===== config.mk =====
export PLATFORM = sky130hd
export DESIGN_NAME = fsk_bit_slicer_clock_recovery_core
export DESIGN_NICKNAME = d
export VERILOG_FILES = /design/src/hw/rtl/fbscr_pkg.sv /design/src/hw/rtl/fsk_bit_slicer_clock_recovery_core.sv
export SDC_FILE = /design/constraint.sdc
export NUM_CORES = 2
export LEC_CHECK = 0
export ABC_AREA = 1
export BUFFER_PORTS_ARGS = -buffer_cell sky130_fd_sc_hd__buf_2
export CAP_MARGIN = 10
export CORE_UTILIZATION = 35
export CTS_CLUSTER_DIAMETER = 60
export DETAILED_ROUTE_END_ITERATION = 16
export PLACE_DENSITY = 0.5
export SLEW_MARGIN = 5
export SYNTH_ARGS = -nofsm -noshare
export SYNTH_HDL_FRONTEND = slang
export SYNTH_SLANG_ARGS = --single-unit

===== constraint.sdc =====
create_clock -name aclk -period 21.9 [get_ports aclk]
set_input_delay 2.19 -clock aclk [delete_from_list [all_inputs] [get_ports aclk]]
set_output_delay 2.19 -clock aclk [all_outputs]
set_load 0.02 [all_outputs]

===== src/hw/rtl/fbscr_pkg.sv =====
// ----------------------------------------------------------------------------
// FSK bit slicer package
// Shared widths, register and control codes, and the sequencer program.
// ----------------------------------------------------------------------------
package fbscr_pkg;

    // Field and datapath widths.
    localparam int SAMPLE_W   = 16;
    localparam int BASE_W     = 15;
    localparam int GAIN_W     = 16;
    localparam int COEF_W     = 26;
    localparam int HIST_W     = 26;
    localparam int SUM_W      = 28;
    localparam int MUL_A_W    = 28;
    localparam int MUL_B_W    = 32;
    localparam int PROD_W     = MUL_A_W + MUL_B_W;
    localparam int ACC_W      = 56;
    localparam int Q_SHIFT    = 22;
    localparam int PHASE_W    = 16;
    localparam int ERR_W      = 16;
    localparam int CFG_IDX_W  = 4;
    localparam int CFG_DATA_W = 26;

    // Decision history spans the edge detector window plus the current bit.
    localparam int EDGE_SPAN  = 5;
    localparam int DHIST_W    = EDGE_SPAN + 1;

    // Phase landmarks and the scaling shift of the loop correction.
    localparam logic [PHASE_W:0] HALF_TURN = 17'h08000;
    localparam logic [PHASE_W:0] FULL_TURN = 17'h10000;
    localparam int LOOP_SHIFT = 31;

    // Reset values of the configuration registers.
    localparam logic [BASE_W-1:0] BASE_RESET = 15'd1521;
    localparam logic [GAIN_W-1:0] GAIN_RESET = 16'd164;

    // Slicer drive levels, +1 and -1 in Q3.22.
    localparam logic signed [HIST_W-1:0] DRIVE_POS = 26'sd4194304;
    localparam logic signed [HIST_W-1:0] DRIVE_NEG = -26'sd4194304;

    // Configuration register indexes.
    typedef enum logic [CFG_IDX_W-1:0] {
        REG_PHASE_STEP_BASE = 4'd0,
        REG_LOOP_GAIN       = 4'd1,
        REG_S1_INPUT_COEF   = 4'd2,
        REG_S1_FB1_COEF     = 4'd3,
        REG_S1_FB2_COEF     = 4'd4,
        REG_S2_INPUT_COEF   = 4'd5,
        REG_S2_FB1_COEF     = 4'd6,
        REG_S2_FB2_COEF     = 4'd7
    } cfg_reg_t;

    // Multiplier operand selection.
    typedef enum logic [2:0] {
        MUL_NONE,
        MUL_SUM,
        MUL_FB1,
        MUL_FB2,
        MUL_GAIN,
        MUL_ERR
    } mul_sel_t;

    // Accumulator operation.
    typedef enum logic [1:0] {
        ACC_NONE,
        ACC_LOAD,
        ACC_ADD
    } acc_op_t;

    // Per-step action outside the multiply-accumulate path.
    typedef enum logic [2:0] {
        ACT_NONE,
        ACT_ACCEPT,
        ACT_FIN1,
        ACT_FIN2,
        ACT_PHASE
    } act_t;

    // Condition that must hold for the step to advance.
    typedef enum logic [1:0] {
        COND_NONE,
        COND_IN_VALID,
        COND_OUT_FREE
    } cond_t;

    typedef struct packed {
        mul_sel_t mul_sel;
        acc_op_t  acc_op;
        logic     stage2;
        act_t     act;
        cond_t    cond;
        logic     last;
    } ctrl_word_t;

    localparam int STEP_W    = 4;

    // Program store: one control word per step.
    function automatic ctrl_word_t ucode(input logic [STEP_W-1:0] step);
        ctrl_word_t cw;
        cw = '{MUL_NONE, ACC_NONE, 1'b0, ACT_NONE, COND_NONE, 1'b0};
        unique case (step)
            4'd0:  cw = '{MUL_NONE, ACC_NONE, 1'b0, ACT_ACCEPT, COND_IN_VALID, 1'b0};
            4'd1:  cw = '{MUL_SUM,  ACC_NONE, 1'b0, ACT_NONE,   COND_NONE,     1'b0};
            4'd2:  cw = '{MUL_FB1,  ACC_LOAD, 1'b0, ACT_NONE,   COND_NONE,     1'b0};
            4'd3:  cw = '{MUL_FB2,  ACC_ADD,  1'b0, ACT_NONE,   COND_NONE,     1'b0};
            4'd4:  cw = '{MUL_NONE, ACC_ADD,  1'b0, ACT_NONE,   COND_NONE,     1'b0};
            4'd5:  cw = '{MUL_NONE, ACC_NONE, 1'b0, ACT_FIN1,   COND_NONE,     1'b0};
            4'd6:  cw = '{MUL_SUM,  ACC_NONE, 1'b1, ACT_NONE,   COND_NONE,     1'b0};
            4'd7:  cw = '{MUL_FB1,  ACC_LOAD, 1'b1, ACT_NONE,   COND_NONE,     1'b0};
            4'd8:  cw = '{MUL_FB2,  ACC_ADD,  1'b1, ACT_NONE,   COND_NONE,     1'b0};
            4'd9:  cw = '{MUL_NONE, ACC_ADD,  1'b1, ACT_NONE,   COND_NONE,     1'b0};
            4'd10: cw = '{MUL_NONE, ACC_NONE, 1'b1, ACT_FIN2,   COND_NONE,     1'b0};
            4'd11: cw = '{MUL_GAIN, ACC_NONE, 1'b0, ACT_NONE,   COND_NONE,     1'b0};
            4'd12: cw = '{MUL_ERR,  ACC_NONE, 1'b0, ACT_NONE,   COND_NONE,     1'b0};
            4'd13: cw = '{MUL_NONE, ACC_NONE, 1'b0, ACT_PHASE,  COND_OUT_FREE, 1'b1};
            default: cw = '{MUL_NONE, ACC_NONE, 1'b0, ACT_NONE, COND_NONE,     1'b1};
        endcase
        return cw;
    endfunction

endpackage


===== src/hw/rtl/fsk_bit_slicer_clock_recovery_core.sv =====
// ----------------------------------------------------------------------------
// FSK bit slicer with bit clock recovery
// Slices audio samples, low-pass filters the decision through two biquads,
// and recovers the bit clock with a phase accumulator steered by edges.
// ----------------------------------------------------------------------------
//
//  Channel   Signals                                   Direction  Content
//  input     s_valid, s_ready, s_sample[15:0]          in         audio sample
//  result    m_valid, m_ready, m_data_bit              out        recovered bit
//  config    cfg_valid, cfg_ready, cfg_index, cfg_data in         register write
//
// Each sample runs the whole program before the next transfer is taken:
// one program step per cycle unless a waiting bit holds the phase step, with all eight
// products going through one shared multiplier; s_ready returns at the first step.
// The result register is separate, so a waiting bit blocks only the final
// phase step, and only when that step has a new bit to deliver.
// Reset is synchronous and active low; it clears the step, filter, decision and phase state and restores registers.
// Configuration writes are taken in every cycle.
// ----------------------------------------------------------------------------
module fsk_bit_slicer_clock_recovery_core (
    input  logic                                    aclk,
    input  logic                                    aresetn,
    input  logic                                    s_valid,
    output logic                                    s_ready,
    input  logic signed [fbscr_pkg::SAMPLE_W-1:0]   s_sample,
    output logic                                    m_valid,
    input  logic                                    m_ready,
    output logic                                    m_data_bit,
    input  logic                                    cfg_valid,
    output logic                                    cfg_ready,
    input  logic [fbscr_pkg::CFG_IDX_W-1:0]         cfg_index,
    input  logic [fbscr_pkg::CFG_DATA_W-1:0]        cfg_data
);

    localparam int Q_SHIFT_L = fbscr_pkg::Q_SHIFT;

    // Configuration registers.
    logic [fbscr_pkg::BASE_W-1:0]        base_reg;
    logic [fbscr_pkg::GAIN_W-1:0]        gain_reg;
    logic signed [fbscr_pkg::COEF_W-1:0] s1_coef_reg [3];
    logic signed [fbscr_pkg::COEF_W-1:0] s2_coef_reg [3];

    // Sequencer and datapath registers.
    logic [fbscr_pkg::STEP_W-1:0]          step_reg, step_next;
    fbscr_pkg::ctrl_word_t                 ctrl;
    logic signed [fbscr_pkg::HIST_W-1:0]   x_reg;
    logic signed [fbscr_pkg::PROD_W-1:0]   prod_reg;
    logic signed [fbscr_pkg::ACC_W-1:0]    acc_reg;
    logic signed [fbscr_pkg::HIST_W-1:0]   s1_hist_reg [4];
    logic signed [fbscr_pkg::HIST_W-1:0]   s2_hist_reg [4];
    logic                                  decision_reg;
    logic [fbscr_pkg::DHIST_W-1:0]         dhist_reg;
    logic                                  edge_seen_reg;
    logic [fbscr_pkg::ERR_W-1:0]           err_reg;
    logic [fbscr_pkg::PHASE_W-1:0]         phase_reg;
    logic                                  emitted_reg;
    logic                                  m_valid_reg;
    logic                                  m_data_bit_reg;

    // Combinational datapath signals.
    logic                                  positive;
    logic                                  slice;
    logic signed [fbscr_pkg::HIST_W-1:0]   h0, h1, h2, h3;
    logic signed [fbscr_pkg::COEF_W-1:0]   c0, c1, c2;
    logic signed [fbscr_pkg::SUM_W-1:0]    tap_sum;
    logic signed [fbscr_pkg::MUL_A_W-1:0]  mul_a;
    logic signed [fbscr_pkg::MUL_B_W-1:0]  mul_b;
    logic signed [fbscr_pkg::ACC_W-1:0]    acc_rnd;
    logic signed [fbscr_pkg::ACC_W-Q_SHIFT_L-1:0] y_wide;
    logic signed [fbscr_pkg::HIST_W-1:0]   y_sat;
    logic                                  new_decision;
    logic [fbscr_pkg::DHIST_W-1:0]         dhist_new;
    logic                                  edge_now;
    logic [fbscr_pkg::PHASE_W:0]           phase_inc;
    logic [fbscr_pkg::PHASE_W:0]           phase_sum;
    logic                                  emit;
    logic                                  wrap;
    logic                                  out_free;
    logic                                  advance;

    // Current control word from the program store.
    assign ctrl = fbscr_pkg::ucode(step_reg);

    assign s_ready    = (ctrl.cond == fbscr_pkg::COND_IN_VALID);
    assign cfg_ready  = 1'b1;
    assign m_valid    = m_valid_reg;
    assign m_data_bit = m_data_bit_reg;

    // Hysteresis slicer with its level at zero: a zero sample keeps the state.
    assign positive = !s_sample[fbscr_pkg::SAMPLE_W-1] && (s_sample != '0);
    assign slice    = decision_reg ? !s_sample[fbscr_pkg::SAMPLE_W-1] : positive;

    // Select the history and coefficients of the active filter stage.
    always_comb begin
        if (ctrl.stage2) begin
            h0 = s2_hist_reg[0];
            h1 = s2_hist_reg[1];
            h2 = s2_hist_reg[2];
            h3 = s2_hist_reg[3];
            c0 = s2_coef_reg[0];
            c1 = s2_coef_reg[1];
            c2 = s2_coef_reg[2];
        end else begin
            h0 = s1_hist_reg[0];
            h1 = s1_hist_reg[1];
            h2 = s1_hist_reg[2];
            h3 = s1_hist_reg[3];
            c0 = s1_coef_reg[0];
            c1 = s1_coef_reg[1];
            c2 = s1_coef_reg[2];
        end
    end

    // Feed-forward taps share one coefficient: x + 2*x[n-1] + x[n-2].
    assign tap_sum = fbscr_pkg::SUM_W'(x_reg) + (fbscr_pkg::SUM_W'(h0) <<< 1)
                   + fbscr_pkg::SUM_W'(h1);

    // Operand selection for the shared multiplier.
    always_comb begin
        mul_a = '0;
        mul_b = '0;
        case (ctrl.mul_sel)
            fbscr_pkg::MUL_SUM: begin
                mul_a = tap_sum;
                mul_b = fbscr_pkg::MUL_B_W'(c0);
            end
            fbscr_pkg::MUL_FB1: begin
                mul_a = fbscr_pkg::MUL_A_W'(h2);
                mul_b = fbscr_pkg::MUL_B_W'(c1);
            end
            fbscr_pkg::MUL_FB2: begin
                mul_a = fbscr_pkg::MUL_A_W'(h3);
                mul_b = fbscr_pkg::MUL_B_W'(c2);
            end
            fbscr_pkg::MUL_GAIN: begin
                mul_a = $signed({{(fbscr_pkg::MUL_A_W-fbscr_pkg::BASE_W){1'b0}}, base_reg});
                mul_b = $signed({{(fbscr_pkg::MUL_B_W-fbscr_pkg::GAIN_W){1'b0}}, gain_reg});
            end
            fbscr_pkg::MUL_ERR: begin
                mul_a = $signed({{(fbscr_pkg::MUL_A_W-fbscr_pkg::ERR_W){1'b0}}, err_reg});
                mul_b = $signed({1'b0, prod_reg[fbscr_pkg::MUL_B_W-2:0]});
            end
            default: begin
                mul_a = '0;
                mul_b = '0;
            end
        endcase
    end

    // Round half up, drop the fraction, and saturate to the history width.
    assign acc_rnd = acc_reg + (fbscr_pkg::ACC_W'(1) <<< (Q_SHIFT_L - 1));
    assign y_wide  = acc_rnd[fbscr_pkg::ACC_W-1:Q_SHIFT_L];

    always_comb begin
        if ((y_wide[fbscr_pkg::ACC_W-Q_SHIFT_L-1:fbscr_pkg::HIST_W-1] == '0) ||
            (y_wide[fbscr_pkg::ACC_W-Q_SHIFT_L-1:fbscr_pkg::HIST_W-1] == '1)) begin
            y_sat = y_wide[fbscr_pkg::HIST_W-1:0];
        end else if (y_wide[fbscr_pkg::ACC_W-Q_SHIFT_L-1]) begin
            y_sat = {1'b1, {(fbscr_pkg::HIST_W-1){1'b0}}};
        end else begin
            y_sat = {1'b0, {(fbscr_pkg::HIST_W-1){1'b1}}};
        end
    end

    // Bit decision and edge detection over the decision window.
    assign new_decision = !y_sat[fbscr_pkg::HIST_W-1] && (y_sat != '0);
    assign dhist_new    = {dhist_reg[fbscr_pkg::DHIST_W-2:0], new_decision};
    assign edge_now     = dhist_new[0] ^ dhist_new[fbscr_pkg::EDGE_SPAN];

    // Phase advance: nominal step plus the scaled loop correction.
    assign phase_inc = {2'b00, base_reg}
                     + {1'b0, prod_reg[fbscr_pkg::LOOP_SHIFT+fbscr_pkg::PHASE_W-1:
                                       fbscr_pkg::LOOP_SHIFT]};
    assign phase_sum = {1'b0, phase_reg} + phase_inc;
    assign emit      = (phase_sum >= fbscr_pkg::HALF_TURN) && !emitted_reg;
    assign wrap      = phase_sum[fbscr_pkg::PHASE_W];
    assign out_free  = !m_valid_reg || m_ready;

    // Step advance with conditional waits and the jump back to the start.
    always_comb begin
        case (ctrl.cond)
            fbscr_pkg::COND_IN_VALID: advance = s_valid;
            fbscr_pkg::COND_OUT_FREE: advance = out_free || !emit;
            default:                  advance = 1'b1;
        endcase
        if (!advance) begin
            step_next = step_reg;
        end else if (ctrl.last) begin
            step_next = '0;
        end else begin
            step_next = step_reg + fbscr_pkg::STEP_W'(1);
        end
    end

    // Configuration register writes.
    always_ff @(posedge aclk) begin
        if (!aresetn) begin
            base_reg <= fbscr_pkg::BASE_RESET;
            gain_reg <= fbscr_pkg::GAIN_RESET;
            for (int i = 0; i < 3; i++) begin
                s1_coef_reg[i] <= '0;
                s2_coef_reg[i] <= '0;
            end
        end else if (cfg_valid) begin
            unique case (cfg_index)
                fbscr_pkg::REG_PHASE_STEP_BASE: base_reg <= cfg_data[fbscr_pkg::BASE_W-1:0];
                fbscr_pkg::REG_LOOP_GAIN:       gain_reg <= cfg_data[fbscr_pkg::GAIN_W-1:0];
                fbscr_pkg::REG_S1_INPUT_COEF:   s1_coef_reg[0] <= $signed(cfg_data);
                fbscr_pkg::REG_S1_FB1_COEF:     s1_coef_reg[1] <= $signed(cfg_data);
                fbscr_pkg::REG_S1_FB2_COEF:     s1_coef_reg[2] <= $signed(cfg_data);
                fbscr_pkg::REG_S2_INPUT_COEF:   s2_coef_reg[0] <= $signed(cfg_data);
                fbscr_pkg::REG_S2_FB1_COEF:     s2_coef_reg[1] <= $signed(cfg_data);
                fbscr_pkg::REG_S2_FB2_COEF:     s2_coef_reg[2] <= $signed(cfg_data);
                default: ;
            endcase
        end
    end

    // Step counter.
    always_ff @(posedge aclk) begin
        if (!aresetn) begin
            step_reg <= '0;
        end else begin
            step_reg <= step_next;
        end
    end

    // Shared multiplier and accumulator.
    always_ff @(posedge aclk) begin
        if (ctrl.mul_sel != fbscr_pkg::MUL_NONE) begin
            prod_reg <= mul_a * mul_b;
        end
        case (ctrl.acc_op)
            fbscr_pkg::ACC_LOAD: acc_reg <= prod_reg[fbscr_pkg::ACC_W-1:0];
            fbscr_pkg::ACC_ADD:  acc_reg <= acc_reg + prod_reg[fbscr_pkg::ACC_W-1:0];
            default: ;
        endcase
    end

    // Filter input, filter histories, decision, edge, phase and result state.
    always_ff @(posedge aclk) begin
        if (!aresetn) begin
            for (int i = 0; i < 4; i++) begin
                s1_hist_reg[i] <= '0;
                s2_hist_reg[i] <= '0;
            end
            decision_reg   <= 1'b0;
            dhist_reg      <= '0;
            edge_seen_reg  <= 1'b0;
            err_reg        <= '0;
            phase_reg      <= '0;
            emitted_reg    <= 1'b0;
            m_valid_reg    <= 1'b0;
        end else begin
            if (m_ready) begin
                m_valid_reg <= 1'b0;
            end
            case (ctrl.act)
                fbscr_pkg::ACT_ACCEPT: begin
                    if (s_valid) begin
                        x_reg <= slice ? fbscr_pkg::DRIVE_POS : fbscr_pkg::DRIVE_NEG;
                    end
                end
                fbscr_pkg::ACT_FIN1: begin
                    s1_hist_reg[1] <= s1_hist_reg[0];
                    s1_hist_reg[0] <= x_reg;
                    s1_hist_reg[3] <= s1_hist_reg[2];
                    s1_hist_reg[2] <= y_sat;
                    x_reg          <= y_sat;
                end
                fbscr_pkg::ACT_FIN2: begin
                    s2_hist_reg[1] <= s2_hist_reg[0];
                    s2_hist_reg[0] <= x_reg;
                    s2_hist_reg[3] <= s2_hist_reg[2];
                    s2_hist_reg[2] <= y_sat;
                    decision_reg   <= new_decision;
                    dhist_reg      <= dhist_new;
                    edge_seen_reg  <= edge_now;
                    // Latch the distance to the nearest wrap on a new edge.
                    if (edge_now && !edge_seen_reg) begin
                        if ({1'b0, phase_reg} > fbscr_pkg::HALF_TURN) begin
                            err_reg <= fbscr_pkg::PHASE_W'(fbscr_pkg::FULL_TURN
                                                          - {1'b0, phase_reg});
                        end else begin
                            err_reg <= phase_reg;
                        end
                    end
                end
                fbscr_pkg::ACT_PHASE: begin
                    if (advance) begin
                        phase_reg <= phase_sum[fbscr_pkg::PHASE_W-1:0];
                        if (wrap) begin
                            emitted_reg <= 1'b0;
                        end else if (emit) begin
                            emitted_reg <= 1'b1;
                        end
                        if (emit) begin
                            m_valid_reg    <= 1'b1;
                            m_data_bit_reg <= decision_reg;
                        end
                    end
                end
                default: ;
            endcase
        end
    end

    // A new result appears only from the phase step.
    a_result_from_phase_step: assert property (@(posedge aclk) disable iff (!aresetn)
        $rose(m_valid_reg) |-> $past(ctrl.act == fbscr_pkg::ACT_PHASE))
        else $error("result raised outside the phase step");

    // Once the bit of this period is out, the phase is past its midpoint.
    a_emitted_past_mid: assert property (@(posedge aclk) disable iff (!aresetn)
        emitted_reg |-> phase_reg[fbscr_pkg::PHASE_W-1])
        else $error("bit marked emitted before the phase midpoint");

    // An accepted sample starts the filter program.
    a_accept_starts_program: assert property (@(posedge aclk) disable iff (!aresetn)
        (s_valid && s_ready) |=> (step_reg == fbscr_pkg::STEP_W'(1)))
        else $error("sample transfer did not start the program");

    // A blocked result holds the phase step and its state.
    a_blocked_holds_phase: assert property (@(posedge aclk) disable iff (!aresetn)
        (ctrl.act == fbscr_pkg::ACT_PHASE && emit && m_valid_reg && !m_ready)
        |=> ($stable(phase_reg) && $stable(step_reg)))
        else $error("phase step advanced while the result was blocked");

endmodule


Word level (Yosys, flattened, before mapping)

Memory sizes are Yosys's and may differ from the RTL's. A register that Yosys moved wholly into a read port is not among the register bits.
Index checks and enable logic that the tools add are counted.

$add $sub $neg: 8
Multiply operators: 1
Magnitude comparators: 2
Equality and inequality tests: 22
Mux-type cells: 72
Bitwise logic cells: 15
Reduce and logical (&&, ||, !) cells: 28

Operators by type and width:

| kind                                                                                  | count |
|---|---|
| 26-bit 2-to-1 mux                                                                     | 25 |
| 32-bit case mux with 5 select lines                                                   | 1 |
| 28-bit case mux with 5 select lines                                                   | 1 |
| 56-bit case mux with 2 select lines                                                   | 1 |
| 56-bit by 23-bit adder with 56-bit output, second input constant                      | 1 |
| 56-bit adder                                                                          | 1 |
| 28-bit by 32-bit multiplier with 56-bit output                                        | 1 |
| 26-bit case mux with 2 select lines                                                   | 1 |
| 1-bit 2-to-1 mux                                                                      | 38 |
| 26-bit by 27-bit adder with 28-bit output                                             | 1 |
| 28-bit by 26-bit adder with 28-bit output                                             | 1 |
| 26-bit nonzero test                                                                   | 1 |
| 15-bit by 16-bit adder with 17-bit output                                             | 1 |
| 16-bit by 17-bit adder with 17-bit output                                             | 1 |
| 17-bit by 16-bit greater-or-equal comparator with 1-bit output, second input constant | 1 |
| 4-bit by 3-bit == test with 1-bit output, second input constant                       | 4 |
| 16-bit > comparator, second input constant                                            | 1 |
| 16-bit 2-to-1 mux                                                                     | 1 |
| 16-bit nonzero test                                                                   | 1 |
| 1-bit by 16-bit subtractor with 16-bit output, first input constant                   | 1 |
| 1-bit bitwise OR                                                                      | 14 |
| 3-bit by 2-bit == test with 1-bit output, second input constant                       | 4 |
| 4-bit 2-to-1 mux                                                                      | 3 |
| 3-bit == test, second input constant                                                  | 3 |
| 20 further kinds                                                                      | 40 |

Flip-flop bits (word level): 215
Memory bits (writable): 364
Memory bits (read-only): 192
Input port bits: 51
Output and inout port bits: 4
Memories kept: 5

Memories:

| name             | depth | bits a word | read ports | clocked after Yosys merged registers in | write ports | RTL line                                 | text |
|---|---|---|---|---|---|---|---|
| (name not given) | 16    | 12          | 1          | 1                                       | 0           | fbscr_pkg.sv:101                         | `unique case (step)` |
| s1_hist_reg      | 4     | 26          | 4          | 0                                       | 4           | fsk_bit_slicer_clock_recovery_core.sv:49 | `logic signed [fbscr_pkg::HIST_W-1:0] s1_hist_reg [4];` |
| s2_hist_reg      | 4     | 26          | 4          | 0                                       | 4           | fsk_bit_slicer_clock_recovery_core.sv:50 | `logic signed [fbscr_pkg::HIST_W-1:0] s2_hist_reg [4];` |
| s1_coef_reg      | 3     | 26          | 3          | 0                                       | 3           | fsk_bit_slicer_clock_recovery_core.sv:40 | `logic signed [fbscr_pkg::COEF_W-1:0] s1_coef_reg [3];` |
| s2_coef_reg      | 3     | 26          | 3          | 0                                       | 3           | fsk_bit_slicer_clock_recovery_core.sv:41 | `logic signed [fbscr_pkg::COEF_W-1:0] s2_coef_reg [3];` |

Depth between registers and ports, before layout

Word-level depth: 9
Gate-level depth with buffers: 52

Least setup slack after synthesis

No wires, ideal clock.

Kind: flip-flop to flip-flop
Start: reg, netlist name ctrl[6]
End: reg prod_reg[54] in the netlist's numbering (data pin)
Library setup time: 0.265 ns
Arrival: 10.492 ns
Required time: 21.635 ns
Path slack: 11.143 ns
Cell stages (with the launch flop): 50
Period minus slack after synthesis: 10.757 ns
Path through: dfxtp_1 clkbuf_1 buf_2 buf_1 clkbuf_1 buf_1 buf_1 clkbuf_1 nand2_1 nand2_1 fa_1 ha_1 inv_1 fa_1 nor2_1 inv_1 a21oi_1 a21oi_1 [14 not listed] fa_1 inv_1 fa_1 fa_1 inv_1 fa_1 inv_1 ha_1 ha_1 nand2_1 nor2_1 inv_1 nor2_1 nand4_1 o21ai_0 a21oi_1 o21ai_0 xor2_1

Cells in the longest elaborated chain, start to end: 5

Ends and longest elaborated chain:

| what                                               | RTL line                                  | text |
|---|---|---|
| 26-bit 2-to-1 mux                                  | fsk_bit_slicer_clock_recovery_core.sv:95  | `if (ctrl.stage2) begin` |
| 26-bit by 27-bit adder with 28-bit output          | fsk_bit_slicer_clock_recovery_core.sv:115 | `assign tap_sum = fbscr_pkg::SUM_W'(x_reg) + (fbscr_pkg::SUM_W'(h0) <<< 1)` |
| 28-bit by 26-bit adder with 28-bit output          | fsk_bit_slicer_clock_recovery_core.sv:116 | `+ fbscr_pkg::SUM_W'(h1);` |
| 28-bit case mux with 5 select lines                | fsk_bit_slicer_clock_recovery_core.sv:122 | `case (ctrl.mul_sel)` |
| 28-bit by 32-bit multiplier with 56-bit output (*) | fsk_bit_slicer_clock_recovery_core.sv:231 | `prod_reg <= mul_a * mul_b;` |
| end signal: assignment                             | fsk_bit_slicer_clock_recovery_core.sv:231 |  |
| end: declaration                                   | fsk_bit_slicer_clock_recovery_core.sv:47  | `logic signed [fbscr_pkg::PROD_W-1:0] prod_reg;` |

Mark *: on every way between the ends. The rest lies on a longest branch, timed or not.
A chain may end at the register's enable or synchronous reset.

Worst setup path in the final report

Start: reg, netlist name ctrl[6]
End: reg prod_reg[54] in the netlist's numbering (data pin)

Cells in the longest elaborated chain, start to end: 5

Ends and longest elaborated chain:

| what                                               | RTL line |
|---|---|
| 26-bit 2-to-1 mux                                  | fsk_bit_slicer_clock_recovery_core.sv:95 |
| 26-bit by 27-bit adder with 28-bit output          | fsk_bit_slicer_clock_recovery_core.sv:115 |
| 28-bit by 26-bit adder with 28-bit output          | fsk_bit_slicer_clock_recovery_core.sv:116 |
| 28-bit case mux with 5 select lines                | fsk_bit_slicer_clock_recovery_core.sv:122 |
| 28-bit by 32-bit multiplier with 56-bit output (*) | fsk_bit_slicer_clock_recovery_core.sv:231 |

Marks and branches as above.

==> results_dict.tcl <==
set metrics [dict create \
    status "finished, violations left" \
    violations "DRC" \
    gr-total-overflow 0 \
    worst_pin_slew_ns 1.21 \
    synth_nets 8439 \
    synth_top_cell_by_area "fa_1" \
    hold_path.class "reg2reg" \
    rows 154 \
    clock-sinks 589 \
    io_buffers 53 \
    nFillCells 18100 \
    finalSetupViolations 0 \
    min_period_over_period_pct 56.1 \
    relSlewSlack_pct 19.6 \
    hold_viol 0 \
    clkTransAtPathRegs_ns 0.06 \
    synth.most_common_cell "nand2_1" \
    layout-drive-gt1-share_pct 5.32 \
    synthFlopType "edfxtp_1" \
    finClkSkew_ns 0.0265 \
    yosysWarnings 0 \
    cp.depth 39 \
    slew_violations 0 \
    cts-root-buf "clkbuf_16" \
    slowest_delay_ns 0.75 \
    vias 48000 \
    path_class "reg2reg" \
    synth_area_leaders "fa_1, edfxtp_1, nand2_1, inv_1, ha_1" \
    clock_latency_ns 0.66 \
    regArea_mm2 0.0168 \
    fin_nets 8423 \
    regToRegSetupSlack_ns 9.62 \
    syn_avg_cell_area_um2 8.65 \
    reg2reg_depth 39 \
    drcViolationCount 2 \
    rsz0062_at_grt "false" \
    multiInputGateArea_mm2 0.0388 \
    die_x_um 423 \
    cp.arrival_ns 12.66 \
    synth_cell_type_count 60 \
    yosysSeqAreaShare_pct 27.1 \
    synth-edff-count 503 \
    worstPathRequired_ns 22.29 \
    cts_buffers 79 \
    final_cell_area_mm2 0.0677 \
    crit_slowest_cell "nand2_2" \
    antenna_found_initial 6 \
    whs_path_depth 2 \
    synth_seq_cells 589 \
    worst_path_most_repeated_cell "fa_1" \
    drv_cap 0 \
    syn2layout_area_growth_pct 9.19 \
    max_freq_mhz 81.5 \
    cts.repair.resized 0 \
    synth_commonest_cells "nand2_1, inv_1, fa_1" \
    htree_num_levels 3 \
    setup_slack_ns 9.62 \
    setup_tns_ns 0 \
    whs_ns 0.454 \
    synthCells 7170 \
    crit_fanout 68 \
    dr.pass1.iters 11 \
    hold_buffers 0 \
    async_flop_share_pct 0 \
    place.gp.congestion 0.944 \
    grtUsageTotal_pct 24.0 \
    dp_hpwl_um 167000 \
    crit_buf_inv 10 \
    initial_core_util_pct 35.2 \
    ant_nets 0 \
    wl_um 214000 \
    cts_buffer_depth 3 \
    critical_path.endpoint_type "flip-flop" \
    drt_iter0_markers 3561 \
    post_cts_buffers 0 \
    grt_max_degree 69 \
    dpl_cell_area_mm2 0.0652 \
    core_mm2 0.176 \
    die_height_um 423 \
    via_per_inst 5.02 \
    min_period_ns 12.28 \
    syn_area_mm2 0.0620 \
    startpoint_type "flip-flop" \
    ios 55 \
    preCtsSetupSlack_ns 9.65 \
    synth_top_area_share_pct 30.0 \
    die_area_mm2 0.179 \
    grt_pass1_vias 49600 \
    critical-path-top-delay-family "adder cells" \
    grt_pass1_wl_um 320000 \
    cts_tree "yes" \
    wl_per_cell_um 22.4 \
]
-- final timing paths --
kind / end / start
max: prod_reg[54] / ctrl[6]
min: gain_reg[12] / gain_reg[12]
max reg2reg: prod_reg[54] / ctrl[6]
min reg2reg: gain_reg[12] / gain_reg[12]
-- metal layers --
metal / wire length (um) / part of all wire [%] / GRT usage [%]
met5: 0 / 0 / 0
met4: 6180 / 2.9 / 6.53
met3: 13500 / 6.3 / 3.24
met2: 98400 / 46 / 38.8
met1: 95900 / 45 / 33.6
-- area by class of cell --
class	instances	area share, %
multi-input combinational	4855	57.3
antenna	1	0.00369
inverter	1464	8.12
sequential	589	24.8
tap	2340	4.32
clock inverter	48	0.645
clock buffer	98	3.15
timing repair buffer	165	1.63
-- worst register-to-register path: cells and delay by family (launching register included) --
family	cells	cell delay [ns]
simple gates	7	1.62
flops	1	0.58
fa+ha+maj	12	5.52
compound gates	9	3.02
xor+xnor	1	0.09
buf+inv	10	1.16
-- cells in the final DEF (no fill, tap or decap), drive strengths merged, types with 5 or more instances in the layout --
master and instances:
fa 930, nand3 143, a22oi 14, clkinv 40, xor2 99, inv 1461, o22ai 18, nand2 1595
a22o 13, clkinvlp 7, clkbuf 98, o21ai 229, buf 165, nand4 45, a21oi 305, o21bai 12
o211ai 16, nor3 51, a31oi 36, a21boi 5, ha 288, a21o 10, a211oi 14, nor4 16
o21a 14, or2 27, and2 9, edfxtp 503, dfxtp 86, a221oi 11, o31ai 17, xnor2 48
nor2 860
-- logic make-up after synthesis --
group,Yosys count,share of synthesized area [%]
buffers and inverters,1726,10.5
adders and majority gates,1218,35.8
xor gates and xnor gates,147,2.08
other,1,0.00605
DFF,589,27.1
AOI/OAI and AO/OA,736,6.78
muxes,2,0.0323
and+or+nand+nor,2751,17.6
-- stage by stage --
step | utilization, % | cells
2_1_floorplan | - | 7170
3_3_place_gp | 37.0 | 9413
3_5_place_dp | 37.0 | 9413
4_1_cts | 38.5 | 9559
5_1_grt | 38.5 | 9559
6_report | 38.5 | 9560
Power is not shown: default switching activity piles up to over one toggle a cycle in this logic, so the estimate is an artifact.
